`config.mk`:
```
export PLATFORM = sky130hd
export DESIGN_NAME = beam_pair_direction_counter_core
export DESIGN_NICKNAME = d
export VERILOG_FILES = /design/src/rtl/bpdc_pkg.sv /design/src/rtl/bpdc_cfg.sv /design/src/rtl/bpdc_engine.sv /design/src/rtl/beam_pair_direction_counter_core.sv
export SDC_FILE = /design/constraint.sdc
export NUM_CORES = 1
export LEC_CHECK = 0
export ABC_AREA = 1
export ABC_CLOCK_PERIOD_IN_PS = 3100
export BUFFER_PORTS_ARGS = -buffer_cell sky130_fd_sc_hd__buf_2
export CORE_ASPECT_RATIO = 0.6
export CORE_UTILIZATION = 37
export DETAILED_ROUTE_END_ITERATION = 12
export PLACE_DENSITY = 0.55
export SYNTH_ARGS = -nofsm -noshare
export SYNTH_HDL_FRONTEND = slang
export SYNTH_SLANG_ARGS = --single-unit
```
`constraint.sdc`:
```
create_clock -name i_clk -period 3.1 [get_ports i_clk]
set_input_delay 0.155 -clock i_clk [delete_from_list [all_inputs] [get_ports i_clk]]
set_output_delay 0.155 -clock i_clk [all_outputs]
set_load 0.005 [all_outputs]
```
`src/rtl/bpdc_pkg.sv`:
```
// shared types and constants for the two-beam direction counter
package bpdc_pkg;

    localparam int COUNT_WIDTH = 16;
    localparam int OCC_W       = 16;
    localparam int TICK_W      = 8;
    localparam int MS_W        = 16;
    localparam int CFG_IDX_W   = 2;
    localparam int CFG_DATA_W  = 16;

    localparam logic REQ_TICK = 1'b0;
    localparam logic REQ_EDGE = 1'b1;

    typedef enum logic [1:0] {
        EV_NONE   = 2'd0,
        EV_ENTRY  = 2'd1,
        EV_EXIT   = 2'd2,
        EV_REJECT = 2'd3
    } t_event;

    typedef enum logic [CFG_IDX_W-1:0] {
        CFG_TICKS_PER_MS    = 2'd0,
        CFG_MIN_CROSSING_MS = 2'd1,
        CFG_MAX_CROSSING_MS = 2'd2
    } t_cfg_idx;

    typedef struct packed {
        logic req_type;
        logic beam_one_level;
        logic beam_two_level;
    } t_req;

    typedef struct packed {
        logic [OCC_W-1:0] occupancy;
        t_event           crossing_event;
    } t_rsp;

    typedef struct packed {
        logic [TICK_W-1:0] ticks_per_ms;
        logic [MS_W-1:0]   min_crossing_ms;
        logic [MS_W-1:0]   max_crossing_ms;
    } t_cfg;

endpackage

```
`src/rtl/bpdc_cfg.sv`:
```
// configuration registers for the two-beam direction counter
module bpdc_cfg (
    input  logic                                i_clk,
    input  logic                                i_rst_n,
    input  logic                                i_cfg_we,
    input  logic [bpdc_pkg::CFG_IDX_W-1:0]      i_cfg_idx,
    input  logic [bpdc_pkg::CFG_DATA_W-1:0]     i_cfg_data,
    output bpdc_pkg::t_cfg                      o_cfg
);

    bpdc_pkg::t_cfg r_cfg;
    bpdc_pkg::t_cfg n_cfg;

    always_comb begin
        n_cfg = r_cfg;
        if (i_cfg_we) begin
            unique case (i_cfg_idx)
                bpdc_pkg::CFG_TICKS_PER_MS:
                    n_cfg.ticks_per_ms = i_cfg_data[bpdc_pkg::TICK_W-1:0];
                bpdc_pkg::CFG_MIN_CROSSING_MS:
                    n_cfg.min_crossing_ms = i_cfg_data[bpdc_pkg::MS_W-1:0];
                bpdc_pkg::CFG_MAX_CROSSING_MS:
                    n_cfg.max_crossing_ms = i_cfg_data[bpdc_pkg::MS_W-1:0];
                default: ;
            endcase
        end
    end

    always_ff @(posedge i_clk) begin
        if (!i_rst_n) begin
            r_cfg.ticks_per_ms    <= bpdc_pkg::TICK_W'(4);
            r_cfg.min_crossing_ms <= bpdc_pkg::MS_W'(50);
            r_cfg.max_crossing_ms <= bpdc_pkg::MS_W'(2000);
        end else begin
            r_cfg <= n_cfg;
        end
    end

    assign o_cfg = r_cfg;

endmodule

```
`src/rtl/bpdc_engine.sv`:
```
// timer, beam pairing and occupancy state with the per-word update logic
module bpdc_engine (
    input  logic            i_clk,
    input  logic            i_rst_n,
    input  logic            i_fire,
    input  bpdc_pkg::t_req  i_req,
    input  bpdc_pkg::t_cfg  i_cfg,
    output bpdc_pkg::t_rsp  o_rsp
);

    localparam logic [bpdc_pkg::COUNT_WIDTH-1:0] CountMax = '1;
    localparam logic [bpdc_pkg::MS_W-1:0]        MsMax    = '1;

    logic [bpdc_pkg::TICK_W-1:0]      r_prescale, n_prescale;
    logic [bpdc_pkg::MS_W-1:0]        r_elapsed, n_elapsed;
    logic                             r_first, n_first;
    logic                             r_second, n_second;
    logic [bpdc_pkg::COUNT_WIDTH-1:0] r_people, n_people;
    logic [bpdc_pkg::TICK_W-1:0]      dec;
    logic                             win_ok;
    bpdc_pkg::t_event                 ev;

    assign dec    = r_prescale - bpdc_pkg::TICK_W'(1);
    assign win_ok = (r_elapsed >= i_cfg.min_crossing_ms) &&
                    (r_elapsed <= i_cfg.max_crossing_ms);

    always_comb begin
        n_prescale = r_prescale;
        n_elapsed  = r_elapsed;
        n_first    = r_first;
        n_second   = r_second;
        n_people   = r_people;
        ev         = bpdc_pkg::EV_NONE;
        if (i_req.req_type == bpdc_pkg::REQ_TICK) begin
            n_prescale = dec;
            if (dec == '0) begin
                n_prescale = i_cfg.ticks_per_ms;
                if (r_elapsed != MsMax) begin
                    n_elapsed = r_elapsed + bpdc_pkg::MS_W'(1);
                end
            end
        end else if (i_req.beam_two_level) begin
            n_second   = 1'b1;
            n_prescale = i_cfg.ticks_per_ms;
            n_elapsed  = '0;
            if (r_first) begin
                if (win_ok) begin
                    ev = bpdc_pkg::EV_ENTRY;
                    if (r_people != CountMax) begin
                        n_people = r_people + bpdc_pkg::COUNT_WIDTH'(1);
                    end
                end else begin
                    ev = bpdc_pkg::EV_REJECT;
                end
                n_first  = 1'b0;
                n_second = 1'b0;
            end
        end else if (i_req.beam_one_level) begin
            n_first    = 1'b1;
            n_prescale = i_cfg.ticks_per_ms;
            n_elapsed  = '0;
            if (r_second) begin
                if (win_ok) begin
                    ev = bpdc_pkg::EV_EXIT;
                    if (r_people != '0) begin
                        n_people = r_people - bpdc_pkg::COUNT_WIDTH'(1);
                    end
                end else begin
                    ev = bpdc_pkg::EV_REJECT;
                end
                n_first  = 1'b0;
                n_second = 1'b0;
            end
        end
    end

    always_ff @(posedge i_clk) begin
        if (!i_rst_n) begin
            r_prescale <= '0;
            r_elapsed  <= '0;
            r_first    <= 1'b0;
            r_second   <= 1'b0;
            r_people   <= bpdc_pkg::COUNT_WIDTH'(1);
        end else if (i_fire) begin
            r_prescale <= n_prescale;
            r_elapsed  <= n_elapsed;
            r_first    <= n_first;
            r_second   <= n_second;
            r_people   <= n_people;
        end
    end

    // occupancy reported after this word
    assign o_rsp.occupancy      = bpdc_pkg::OCC_W'(n_people);
    assign o_rsp.crossing_event = ev;

    // a pair always clears both flags, so they never stand together
    a_flags_exclusive: assert property (@(posedge i_clk) disable iff (!i_rst_n)
        !(r_first && r_second))
        else $error("both beam flags set");

    // any edge with a beam high restarts the millisecond timer
    a_timer_restart: assert property (@(posedge i_clk) disable iff (!i_rst_n)
        (i_fire && i_req.req_type == bpdc_pkg::REQ_EDGE &&
         (i_req.beam_one_level || i_req.beam_two_level)) |=> (r_elapsed == '0))
        else $error("timer not restarted on beam edge");

    // ticks never move the occupancy count
    a_tick_keeps_count: assert property (@(posedge i_clk) disable iff (!i_rst_n)
        (i_fire && i_req.req_type == bpdc_pkg::REQ_TICK) |=> $stable(r_people))
        else $error("tick changed occupancy");

    // a counted entry below the limit raises occupancy by one
    a_entry_counts: assert property (@(posedge i_clk) disable iff (!i_rst_n)
        (i_fire && ev == bpdc_pkg::EV_ENTRY && r_people != CountMax)
        |=> (r_people == $past(r_people) + bpdc_pkg::COUNT_WIDTH'(1)))
        else $error("entry not counted");

endmodule

```
`src/rtl/beam_pair_direction_counter_core.sv`:
```
// top level of the two-beam direction counter: input register, update logic, result register
// a word accepted into the input register passes through the update logic into the result register, shown on o_valid
// throughput: one word per cycle, limited only by stall on the result side
// while a finished result waits to be taken the input register takes one more word, then stalls
// reset (synchronous, active low) empties both registers, sets occupancy to 1,
// clears timer and beam flags and loads the default timing window
module beam_pair_direction_counter_core (
    input  logic                                i_clk,
    input  logic                                i_rst_n,
    input  logic                                i_valid,
    output logic                                o_stall,
    input  bpdc_pkg::t_req                      i_req,
    output logic                                o_valid,
    input  logic                                i_stall,
    output bpdc_pkg::t_rsp                      o_rsp,
    input  logic                                i_cfg_we,
    input  logic [bpdc_pkg::CFG_IDX_W-1:0]      i_cfg_idx,
    input  logic [bpdc_pkg::CFG_DATA_W-1:0]     i_cfg_data
);

    logic           r_in_valid;
    bpdc_pkg::t_req r_in;
    logic           r_out_valid;
    bpdc_pkg::t_rsp r_out;
    logic           in_fire;
    logic           advance;
    bpdc_pkg::t_cfg cfg;
    bpdc_pkg::t_rsp rsp;

    // word moves into the result register when that slot is free or draining
    assign advance = r_in_valid && (!r_out_valid || !i_stall);
    assign o_stall = r_in_valid && !advance;
    assign in_fire = i_valid && !o_stall;

    bpdc_cfg u_cfg (
        .i_clk      (i_clk),
        .i_rst_n    (i_rst_n),
        .i_cfg_we   (i_cfg_we),
        .i_cfg_idx  (i_cfg_idx),
        .i_cfg_data (i_cfg_data),
        .o_cfg      (cfg)
    );

    bpdc_engine u_engine (
        .i_clk   (i_clk),
        .i_rst_n (i_rst_n),
        .i_fire  (advance),
        .i_req   (r_in),
        .i_cfg   (cfg),
        .o_rsp   (rsp)
    );

    always_ff @(posedge i_clk) begin
        if (!i_rst_n) begin
            r_in_valid  <= 1'b0;
            r_out_valid <= 1'b0;
        end else begin
            if (in_fire) begin
                r_in_valid <= 1'b1;
            end else if (advance) begin
                r_in_valid <= 1'b0;
            end
            if (advance) begin
                r_out_valid <= 1'b1;
            end else if (!i_stall) begin
                r_out_valid <= 1'b0;
            end
        end
    end

    always_ff @(posedge i_clk) begin
        if (in_fire) begin
            r_in <= i_req;
        end
        if (advance) begin
            r_out <= rsp;
        end
    end

    assign o_valid = r_out_valid;
    assign o_rsp   = r_out;

endmodule
```
==> flow_metrics.py, run 1 <==
metrics = {
    "timing": {
        "skew_ns": 0.00822,
        "fin_setup_tns_ns": 0,
        "drv_slew": 0,
        "max_slew_margin_pct": 51.2,
        "fin_crit_sh_pct": 87.9,
        "rsz0062_at_grt": "false",
        "hold_viol": 0,
        "tightest_slew_ns": 0.731,
        "fin_crit_ns": 2.73,
        "clock.fmax_ghz": 0.367,
        "finalSetupViolations": 0,
    },
    "synthesis": {
        "synth_top_family_by_area": "simple AND/OR/NAND/NOR gates",
        "synth_top_area_cell": "dfxtp_1",
        "yosysMostFrequentCell": "nand2_1",
        "seq_area_frac_synth_pct": 37.3,
        "synthMuxAreaShare_pct": 0,
        "syn_inst": 864,
        "synth_xor_area_share_pct": 2.97,
        "synth_edf_count": 21,
        "syn-num-nets": 928,
        "synth-seq-cells": 105,
        "synth-adder-area-share_pct": 7.68,
        "synth_warnings": 0,
        "avgSynthCellArea_um2": 7.17,
        "synth_top_area_share_pct": 27.2,
        "ys.flop_type": "dfxtp_1",
        "synth.distinct_cells": 45,
        "async_reset_ff_share_pct": 0,
        "syn-cell-area_um2": 6190,
        "synth_area_leaders": "dfxtp_1 (27%), nand2_1 (11%), edfxtp_1 (10%)",
        "synth_common_cells": "nand2_1 (189), inv_1 (112), dfxtp_1 (84)",
        "synth_compound_area_share_pct": 15.0,
        "synthSimpleGateAreaFrac_pct": 27.5,
    },
    "final_layout": {
        "final_core_util_pct": 42.6,
        "final_nets": 963,
        "final_cells": 1132,
        "syn_to_final_growth_pct": 12.3,
        "diodes": 0,
        "final_cell_area_um2": 6950,
        "drive_gt1_share_pct": 9.73,
    },
    "grt": {
        "grt_use_total_pct": 20.0,
        "grt_pass1_vias": 4950,
        "grt_antenna_before_repair": 0,
        "gr-total-overflow": 0,
        "grt_start_max_net_pins": 58,
        "grt_pass1_wl_um": 26700,
    },
    "clock_network": {
        "clockBufferDepth": 2,
        "cts.clk_slew.worst_paths_ns": 0.07,
        "numClockSinks": 105,
        "htreeDepth": 3,
        "cts-buffers-inserted": 9,
        "cts_tree": "yes",
        "clock_latency_ns": 0.35,
        "cts_resized": 0,
        "root_buffer": "clkbuf_16",
    },
    "place": {
        "dp_hpwl_um": 12200,
        "gp_congestion": 0.932,
        "io_buffers": 45,
        "dp_cells": 1113,
        "place_area_um2": 6610,
    },
    "detailed_routing": {
        "drcViolationCount": 0,
        "ant_nets": 0,
        "dr.pass1.iters": 6,
        "num_vias": 5603,
        "wl_per_cell_um": 14.4,
        "first_iter_violations": 460,
        "wl_um": 16300,
        "via_per_inst": 4.95,
    },
    "floorplan": {
        "die_h_um": 102,
        "die_width_um": 169,
        "fp.dieArea_um2": 17300,
        "start_util_pct": 38.0,
        "ios": 46,
        "core.rowCount": 36,
        "coreArea_um2": 16300,
    },
    "setup_path": {
        "cpLargestDelayFamily": "simple AND/OR/NAND/NOR gates",
        "reg2reg_to": "o_rsp[13]",
        "cp-end-kind": "register",
        "worstPathBufferInverterCount": 1,
        "r2r_slack_ns": 0.37,
        "rr_worst_depth": 10,
        "critical_path_class": "register to register",
        "reg2reg_from": "u_engine.r_elapsed[11]",
        "cp_max_fo": 8,
        "crit_arrival_ns": 2.83,
        "path_cells": "ha_1 -> nand4_1 -> nor3_1 -> nand3_1 -> nand2_1 -> nand2_1 -> nor2_2 -> nand2_1 -> xor2_1 -> inv_1",
        "cp-start-kind": "register",
        "crit_top_cell": "nand2_1",
        "cpPeakStageDelay_ns": 0.39,
        "cp_data_required_time_ns": 3.20,
        "slowest_stage": "dfxtp_1",
    },
    "worst_hold_path": {
        "hold_path.class": "primary input to register",
        "hold_path_end": "u_cfg.o_cfg[8]",
        "whs_path_depth": 3,
        "worstHoldStart": "i_cfg_data[8]",
    },
    "run": {
        "drv_cap": 0,
    },
    "power_and_ir_drop": {
        "cellPowerDensity_nw_per_um2": 452,
        "leakagePower_uw": 0.00308,
        "ir_drop_v": 0.000270,
    },
    "outcome": {
        "outcome": "completed",
    },
}
## worst register-to-register path, stage by stage, from the launching register on
cell	delay, ns
dfxtp_1	0.39
ha_1	0.36
nand4_1	0.09
nor3_1	0.33
nand3_1	0.20
nand2_1	0.23
nand2_1	0.24
nor2_2	0.29
nand2_1	0.10
xor2_1	0.19
inv_1	0.05
## how the worst max path moves through the flow
| stage | start | end | slack, ns | cells past startpoint |
|---|---|---|---|---|
| floorplan | u_engine.r_elapsed[5] | o_rsp[10] | 0.98 | 13 |
| global placement | u_engine.r_elapsed[11] | o_rsp[5] | 0.45 | 12 |
| detailed placement | u_engine.r_elapsed[11] | o_rsp[5] | 0.42 | 10 |
| CTS | u_engine.r_elapsed[11] | o_rsp[5] | 0.41 | 10 |
| global route | u_engine.r_elapsed[11] | o_rsp[13] | 0.11 | 10 |
| finish | u_engine.r_elapsed[11] | o_rsp[13] | 0.37 | 10 |
## placed cells by master (no fill, tap or decap), drive strengths merged, types with 2 or more instances in the layout
| cell type | synthesis | routed |
|---|---|---|
| o211ai | 11 | 11 |
| nor2 | 88 | 88 |
| nand2 | 191 | 191 |
| nor3 | 14 | 14 |
| nand3 | 57 | 57 |
| clkinv | 2 | 4 |
| clkbuf | 21 | 12 |
| xnor2 | 4 | 4 |
| nand4 | 28 | 28 |
| o22ai | 2 | 2 |
| nor4 | 4 | 4 |
| edfxtp | 21 | 21 |
| a21oi | 81 | 81 |
| dfxtp | 84 | 84 |
| ha | 38 | 38 |
| buf | 9 | 51 |
| a31oi | 2 | 2 |
| o41ai | 2 | 2 |
| a221oi | 3 | 3 |
| and3 | 2 | 2 |
| xor2 | 17 | 17 |
| inv | 117 | 117 |
| o21ai | 60 | 60 |
| dlygate4sd3 | 0 | 3 |
## timing repair
action / in CTS / in global routing
hold endpoints to repair: 3 / 0
setup buffers: 0 / 0
hold buffers: 3 / 0
## cells by family (layout without fill, tap and decap cells)
family,after synthesis,in the layout
adder cells (fa/ha/maj),38,38
flip-flops,105,105
AND/OR/NAND/NOR,386,386
XOR/XNOR,21,21
buffers and inverters,149,189
AO/OA/AOI/OAI,165,165
## flip-flops by register name, indices dropped and copies added, names as in the netlist
signal	cells
o_valid	1
u_engine.r_second	1
r_in	3
u_engine.r_first	1
r_in_valid	1
o_rsp	18
u_cfg.o_cfg	40
u_engine.r_elapsed	16
u_engine.r_prescale	8
u_engine.r_people	16
## cell type report
class	count	area, µm²
fillers	1755	9350
multi-input cells	610	3300
flip-flops and latches	105	2310
inverters	119	449
repair buffers	54	300
well taps	228	285
clock buffers	12	258
clock inverters	4	51.3
## report_power, final
group	switching, µW	internal (µW)	leakage [µW]
logic	277	141	0.00205
registers	55.1	1460	0.000888
clock network	526	677	0.000148
total	858	2280	0.00308
## metrics by stage
step           hold WS (ns)  power [µW]  setup WS [ns]
2_1_floorplan         0.254        1830          0.985
3_3_place_gp          0.354        1960          0.449
3_5_place_dp          0.357        1960          0.416
4_1_cts              0.0320        3160          0.407
5_1_grt              0.0245        3300          0.111
6_report             0.0387        3140          0.374
## routing by layer
| metal | track usage [%] | part of all wire (%) |
|---|---|---|
| met5 | 0 | 0 |
| met4 | 3.81 | 0.38 |
| met3 | 4.57 | 7.1 |
| met2 | 25.0 | 34 |
| met1 | 33.2 | 58 |
(Power assumes the default switching activity.)
==> inputs of run 2 (changes only) <==
CORE_MARGIN = 2   (was unset)
==> run 2 against run 1 <==
Against the previous run:
- via count decreased by 0.89%
- combinational power about the same
- critical path type unchanged
- clock power decreased by 4%
- design area decreased by 0.20%
- critical endpoint unchanged
- non-clock buffer count increased by 1
- sequential power about the same
- register-to-register slack improved by 0.06 ns
- die area increased by 3.2%
- power decreased by 1.8%
- utilization decreased by 0.084 points
- clock skew increased by 0.0038 ns
- worst hold slack improved by 0.0016 ns
==> flow_metrics.py, run 2 (synthesized netlist as in run 1, its figures left out) <==
metrics = {
    "outcome": {
        "outcome": "completed",
    },
    "setup_path": {
        "slowest_stage": "dfxtp_1",
        "path_cells": "ha_1 -> nand4_1 -> nor3_1 -> nand3_1 -> nand2_1 -> nand2_1 -> nor2_2 -> nand2_1 -> xor2_1 -> inv_1",
        "worstPathBufferInverterCount": 1,
        "cpLargestDelayFamily": "simple AND/OR/NAND/NOR gates",
        "crit_top_cell": "nand2_1",
        "critical_path_class": "register to register",
        "cp_max_fo": 8,
        "crit_arrival_ns": 2.78,
        "cp_data_required_time_ns": 3.21,
        "cpPeakStageDelay_ns": 0.39,
        "cp-start-kind": "register",
        "cp-end-kind": "register",
    },
    "detailed_routing": {
        "met2_length_um": 5620,
        "wl_um": 16200,
        "via_per_inst": 4.90,
        "drcViolationCount": 0,
        "ant_nets": 0,
        "first_iter_violations": 468,
        "wl_per_cell_um": 14.3,
        "route.met3.wl_um": 978,
        "dr.pass1.iters": 5,
        "wl_met1_um": 9570,
        "num_vias": 5553,
        "highest_layer": "met4",
    },
    "floorplan": {
        "coreArea_um2": 16300,
        "die_h_um": 104,
        "fp.dieArea_um2": 17800,
        "core.rowCount": 36,
        "ios": 46,
        "start_util_pct": 38.0,
        "die_width_um": 171,
    },
    "place": {
        "io_buffers": 45,
        "dp_hpwl_um": 12100,
        "dp_cells": 1114,
        "gp_congestion": 0.912,
        "place_area_um2": 6620,
        "dp_slack_ns": 0.431,
    },
    "grt": {
        "gr-total-overflow": 0,
        "grt_use_total_pct": 19.3,
        "grt_start_max_net_pins": 58,
        "grt_antenna_before_repair": 0,
        "grt_pass1_wl_um": 27300,
        "grt_pass1_vias": 4962,
    },
    "timing": {
        "clock.fmax_ghz": 0.374,
        "drv_slew": 0,
        "fin_setup_tns_ns": 0,
        "tightest_slew_ns": 0.737,
        "fin_crit_ns": 2.67,
        "rsz0062_at_grt": "false",
        "setup_ws_ns": 0.430,
        "max_slew_margin_pct": 50.8,
        "fin_crit_sh_pct": 86.1,
        "finalSetupViolations": 0,
        "hold_viol": 0,
        "skew_ns": 0.0120,
    },
    "clock_network": {
        "post-cts-setup-buffers": 0,
        "clock_latency_ns": 0.35,
        "root_buffer": "clkbuf_16",
        "clockBufferDepth": 2,
        "numClockSinks": 105,
        "cts_tree": "yes",
        "cts-buffers-inserted": 9,
        "cts.clk_slew.worst_paths_ns": 0.08,
        "htreeDepth": 3,
    },
    "power_and_ir_drop": {
        "power_frac_seq_pct": 49.2,
        "pwr-share-comb_pct": 13.5,
        "leakagePower_uw": 0.00309,
        "p_int_uw": 2190,
        "ir_drop_v": 0.000224,
        "cellPowerDensity_nw_per_um2": 445,
        "p_clk_share_pct": 37.2,
        "switchingPower_uw": 900,
        "switching_share_pct": 29.2,
    },
    "final_layout": {
        "final_nets": 964,
        "final_cells": 1133,
        "largest_reg_flops": 40,
        "syn_to_final_growth_pct": 12.0,
        "final_cell_mix": "nand2_1 (189), inv_1 (112), dfxtp_1 (84), nor2_1 (83), a21oi_1 (78)",
        "final_core_util_pct": 42.5,
        "diodes": 0,
        "final_cell_area_um2": 6940,
        "final_common_cell": "nand2_1",
        "drive_gt1_share_pct": 10.1,
    },
    "run": {
        "drv_cap": 0,
    },
    "worst_hold_path": {
        "hold_path.class": "primary input to register",
    },
}
-- run 2: final cells by class --
class	instances	area [µm²]
clock buffers	10	239
clock inverters	6	48.8
fillers	1722	9370
inverters	119	449
multi-input cells	610	3300
flip-flops and latches	105	2310
well taps	228	285
repair buffers	55	308
-- run 2: worst reg2reg max path, cell delays in order (launching register included) --
cell	delay [ns]
dfxtp_1	0.39
ha_1	0.35
nand4_1	0.09
nor3_1	0.29
nand3_1	0.18
nand2_1	0.23
nand2_1	0.24
nor2_2	0.31
nand2_1	0.11
xor2_1	0.19
inv_1	0.06
-- run 2: power groups by stage --
| stage | combinational [µW] | clock, µW | sequential, µW |
|---|---|---|---|
| after floorplan | 303 | 0 | 1530 |
| after global placement | 414 | 0 | 1550 |
| after detailed placement | 412 | 0 | 1550 |
| after CTS | 417 | 1170 | 1520 |
| after global routing | 484 | 1230 | 1530 |
| final | 418 | 1150 | 1520 |
-- run 2: worst paths after layout --
path | start | endpoint | slack [ns] | depth (start not counted)
max | u_engine.r_elapsed[11] | o_rsp[13] | 0.43 | 10
min | i_cfg_data[10] | u_cfg.o_cfg[10] | 0.04 | 3
max reg2reg | u_engine.r_elapsed[11] | o_rsp[13] | 0.43 | 10
min reg2reg | u_cfg.o_cfg[26] | u_cfg.o_cfg[26] | 0.46 | 2
-- run 2: layer usage --
layer | GRT usage, % | vias to the layer above
met1 | 33.9 | 2475
met5 | 0 | -
met3 | 4.03 | 5
met2 | 22.8 | 146
met4 | 3.09 | 0
li1 | - | 2927
-- run 2: through the flow --
stage / total power (µW) / hold slack, ns
after floorplan: 1830 / 0.254
after global placement: 1960 / 0.340
after detailed placement: 1960 / 0.336
after CTS: 3110 / 0.0324
after global routing: 3240 / 0.0331
final: 3090 / 0.0402
-- run 2: what timing repair did --
action | in CTS | in global routing
hold buffers | 3 | 0
hold endpoints to repair | 3 | 0
setup endpoints to repair | 0 | 0
resized for setup | 0 | 0
==> inputs of run 3 (changes only) <==
ABC_AREA = unset   (was 1)
PLACE_DENSITY = 0.56   (was 0.55)
==> run 3 against run 2 <==
Against the previous run:
- design area fell by 3.8%
- flip-flop and latch count did not move
- combinational power fell by 39%
- clock-buffer cell count up 1
==> flow_metrics.py, run 3 <==
metrics = {
    "outcome": {
        "outcome": "completed",
    },
    "final_layout": {
        "fillers": 1499,
        "drive_gt1_share_pct": 14.4,
        "final_cell_area_um2": 6680,
        "syn_to_final_growth_pct": 16.2,
        "seqCellArea_um2": 2320,
        "diodes": 0,
        "final_common_cell": "nand2_1",
        "final_cell_mix": "nand2_1 (101), dfxtp_1 (81), nor2_1 (69), a21oi_1 (58), buf_2 (45)",
        "multi_input_area_um2": 3150,
        "largest_reg_flops": 40,
        "final_nets": 803,
    },
    "synthesis": {
        "seq_area_frac_synth_pct": 40.2,
        "synth_top_area_cell": "dfxtp_1",
        "syn_inst": 684,
        "synth.distinct_cells": 66,
        "yosysMostFrequentCell": "nand2_1",
        "syn-cell-area_um2": 5750,
        "synth_warnings": 0,
        "synth_area_leaders": "dfxtp_1 (29%), edfxtp_1 (11%), ha_1 (8.3%)",
        "avgSynthCellArea_um2": 8.40,
        "synth-seq-cells": 105,
        "synth_top_area_share_pct": 29.3,
        "synth_edf_count": 21,
        "syn-num-nets": 748,
        "ys.flop_type": "dfxtp_1",
        "synth_common_cells": "nand2_1 (101), dfxtp_1 (84), nor2_1 (69)",
        "async_reset_ff_share_pct": 0,
    },
    "timing": {
        "skew_ns": 0.00838,
        "rsz0062_at_grt": "false",
        "drv_slew": 0,
        "setup_ws_ns": 0.118,
        "fin_crit_sh_pct": 96.2,
        "max_slew_margin_pct": 47.9,
        "finalSetupViolations": 0,
        "fin_crit_ns": 2.98,
        "fin_setup_tns_ns": 0,
        "tightest_slew_ns": 0.781,
        "clock.fmax_ghz": 0.335,
        "hold_viol": 0,
    },
    "grt": {
        "grt_antenna_before_repair": 0,
        "grt_use_total_pct": 20.0,
        "gr-total-overflow": 0,
        "grt_pass1_vias": 4841,
        "grt_pass1_wl_um": 25600,
        "grt_start_max_net_pins": 31,
    },
    "place": {
        "place_area_um2": 6310,
        "dp_slack_ns": 0.0900,
        "gp_congestion": 0.885,
        "io_buffers": 45,
        "dp_hpwl_um": 11800,
    },
    "worst_hold_path": {
        "hold_path.class": "primary input to register",
        "whs_path_depth": 3,
    },
    "detailed_routing": {
        "drcViolationCount": 0,
        "wl_per_cell_um": 16.5,
        "num_vias": 5085,
        "first_iter_violations": 392,
        "dr.pass1.iters": 5,
        "via_per_inst": 5.37,
        "wl_um": 15600,
        "ant_nets": 0,
    },
    "floorplan": {
        "die_width_um": 165,
        "core.rowCount": 35,
        "start_util_pct": 37.6,
        "fp.dieArea_um2": 16600,
        "ios": 46,
        "die_h_um": 101,
        "coreArea_um2": 15300,
    },
    "setup_path": {
        "critical_path_class": "register to register",
        "cp-end-kind": "register",
        "rr_worst_depth": 11,
        "cp_max_fo": 8,
        "cp-start-kind": "register",
        "cp_data_required_time_ns": 3.19,
        "crit_arrival_ns": 3.07,
    },
    "power_and_ir_drop": {
        "ir_drop_v": 0.000234,
        "leakagePower_uw": 0.00267,
        "power_uw": 2940,
        "cellPowerDensity_nw_per_um2": 441,
    },
    "clock_network": {
        "clock_latency_ns": 0.35,
        "post-cts-setup-buffers": 0,
        "cts-buffers-inserted": 9,
        "numClockSinks": 105,
        "htreeDepth": 3,
        "cts_tree": "yes",
        "clockBufferDepth": 2,
        "root_buffer": "clkbuf_16",
        "cts.clk_slew.worst_paths_ns": 0.07,
    },
    "run": {
        "drv_cap": 0,
    },
}
## run 3: cell count changes in the layout (fill, tap and decap cells not counted), sizes merged, moves of 23 or more
cell   before  now
nand2     191  101
buf        52   75
nand3      57   20
o21ai      60   22
inv       120   45
a21oi      81   58
## run 3: logic make-up after synthesis
group / count (synthesis) / share of synthesized area, %
AND/OR/NAND/NOR: 281 / 24.2
AO/OA/AOI/OAI: 137 / 14.9
flip-flops: 105 / 40.2
buffers and inverters: 78 / 5.29
adder cells (fa/ha/maj): 38 / 8.28
XOR/XNOR: 35 / 5.34
multiplexers: 10 / 1.74
## run 3: final cells by class
cell class              instances  area share, %
multi-input cells             501           47.2
clock inverters                 5           1.20
repair buffers                 78           7.20
clock buffers                  11           3.49
inverters                      44           2.47
well taps                     203           3.80
flip-flops and latches        105           34.7
## run 3: metal layers
layer / wire (µm) / GRT usage (%) / vias up
li1: - / - / 2510
met4: 165 / 4.95 / 0
met1: 8200 / 30.6 / 2382
met3: 943 / 4.03 / 13
met2: 6340 / 28.4 / 180
met5: 0 / 0 / -
## run 3: critical path: stages (launching register included)
cell	delay, ns
dfxtp_1	0.33
inv_1	0.05
ha_1	0.30
a21oi_1	0.15
o21ai_1	0.13
a221o_1	0.35
o31a_1	0.38
nor3_4	0.16
buf_4	0.19
nand3_2	0.09
and3_1	0.21
a2111o_1	0.38
## run 3: final timing paths
check | start | end | slack (ns)
hold / removal | i_valid | r_in_valid | 0.03
setup reg to reg | u_cfg.o_cfg[5] | o_rsp[15] | 0.12
hold reg to reg | u_cfg.o_cfg[15] | u_cfg.o_cfg[15] | 0.46
setup / recovery | u_cfg.o_cfg[5] | o_rsp[15] | 0.12
## run 3: where the power goes
group	total [µW]	internal, µW	switching (µW)
combinational	257	96.6	160
sequential	1460	1430	30.4
clock	1220	710	515
total	2940	2240	705
## run 3: timing repair
item / CTS / global route
hold buffers: 3 / 0
resized for setup: 0 / 8
setup endpoints to repair: 0 / 15
endpoints found under the hold margin: 3 / 0
## run 3: through the flow
stage	utilization, %	std cells	hold WS, ns
6_report	43.7	947	0.0279
5_1_grt	43.7	947	0.0192
4_1_cts	43.5	947	0.0188
3_5_place_dp	41.3	928	0.337
3_3_place_gp	41.3	928	0.339
2_1_floorplan	-	684	0.254
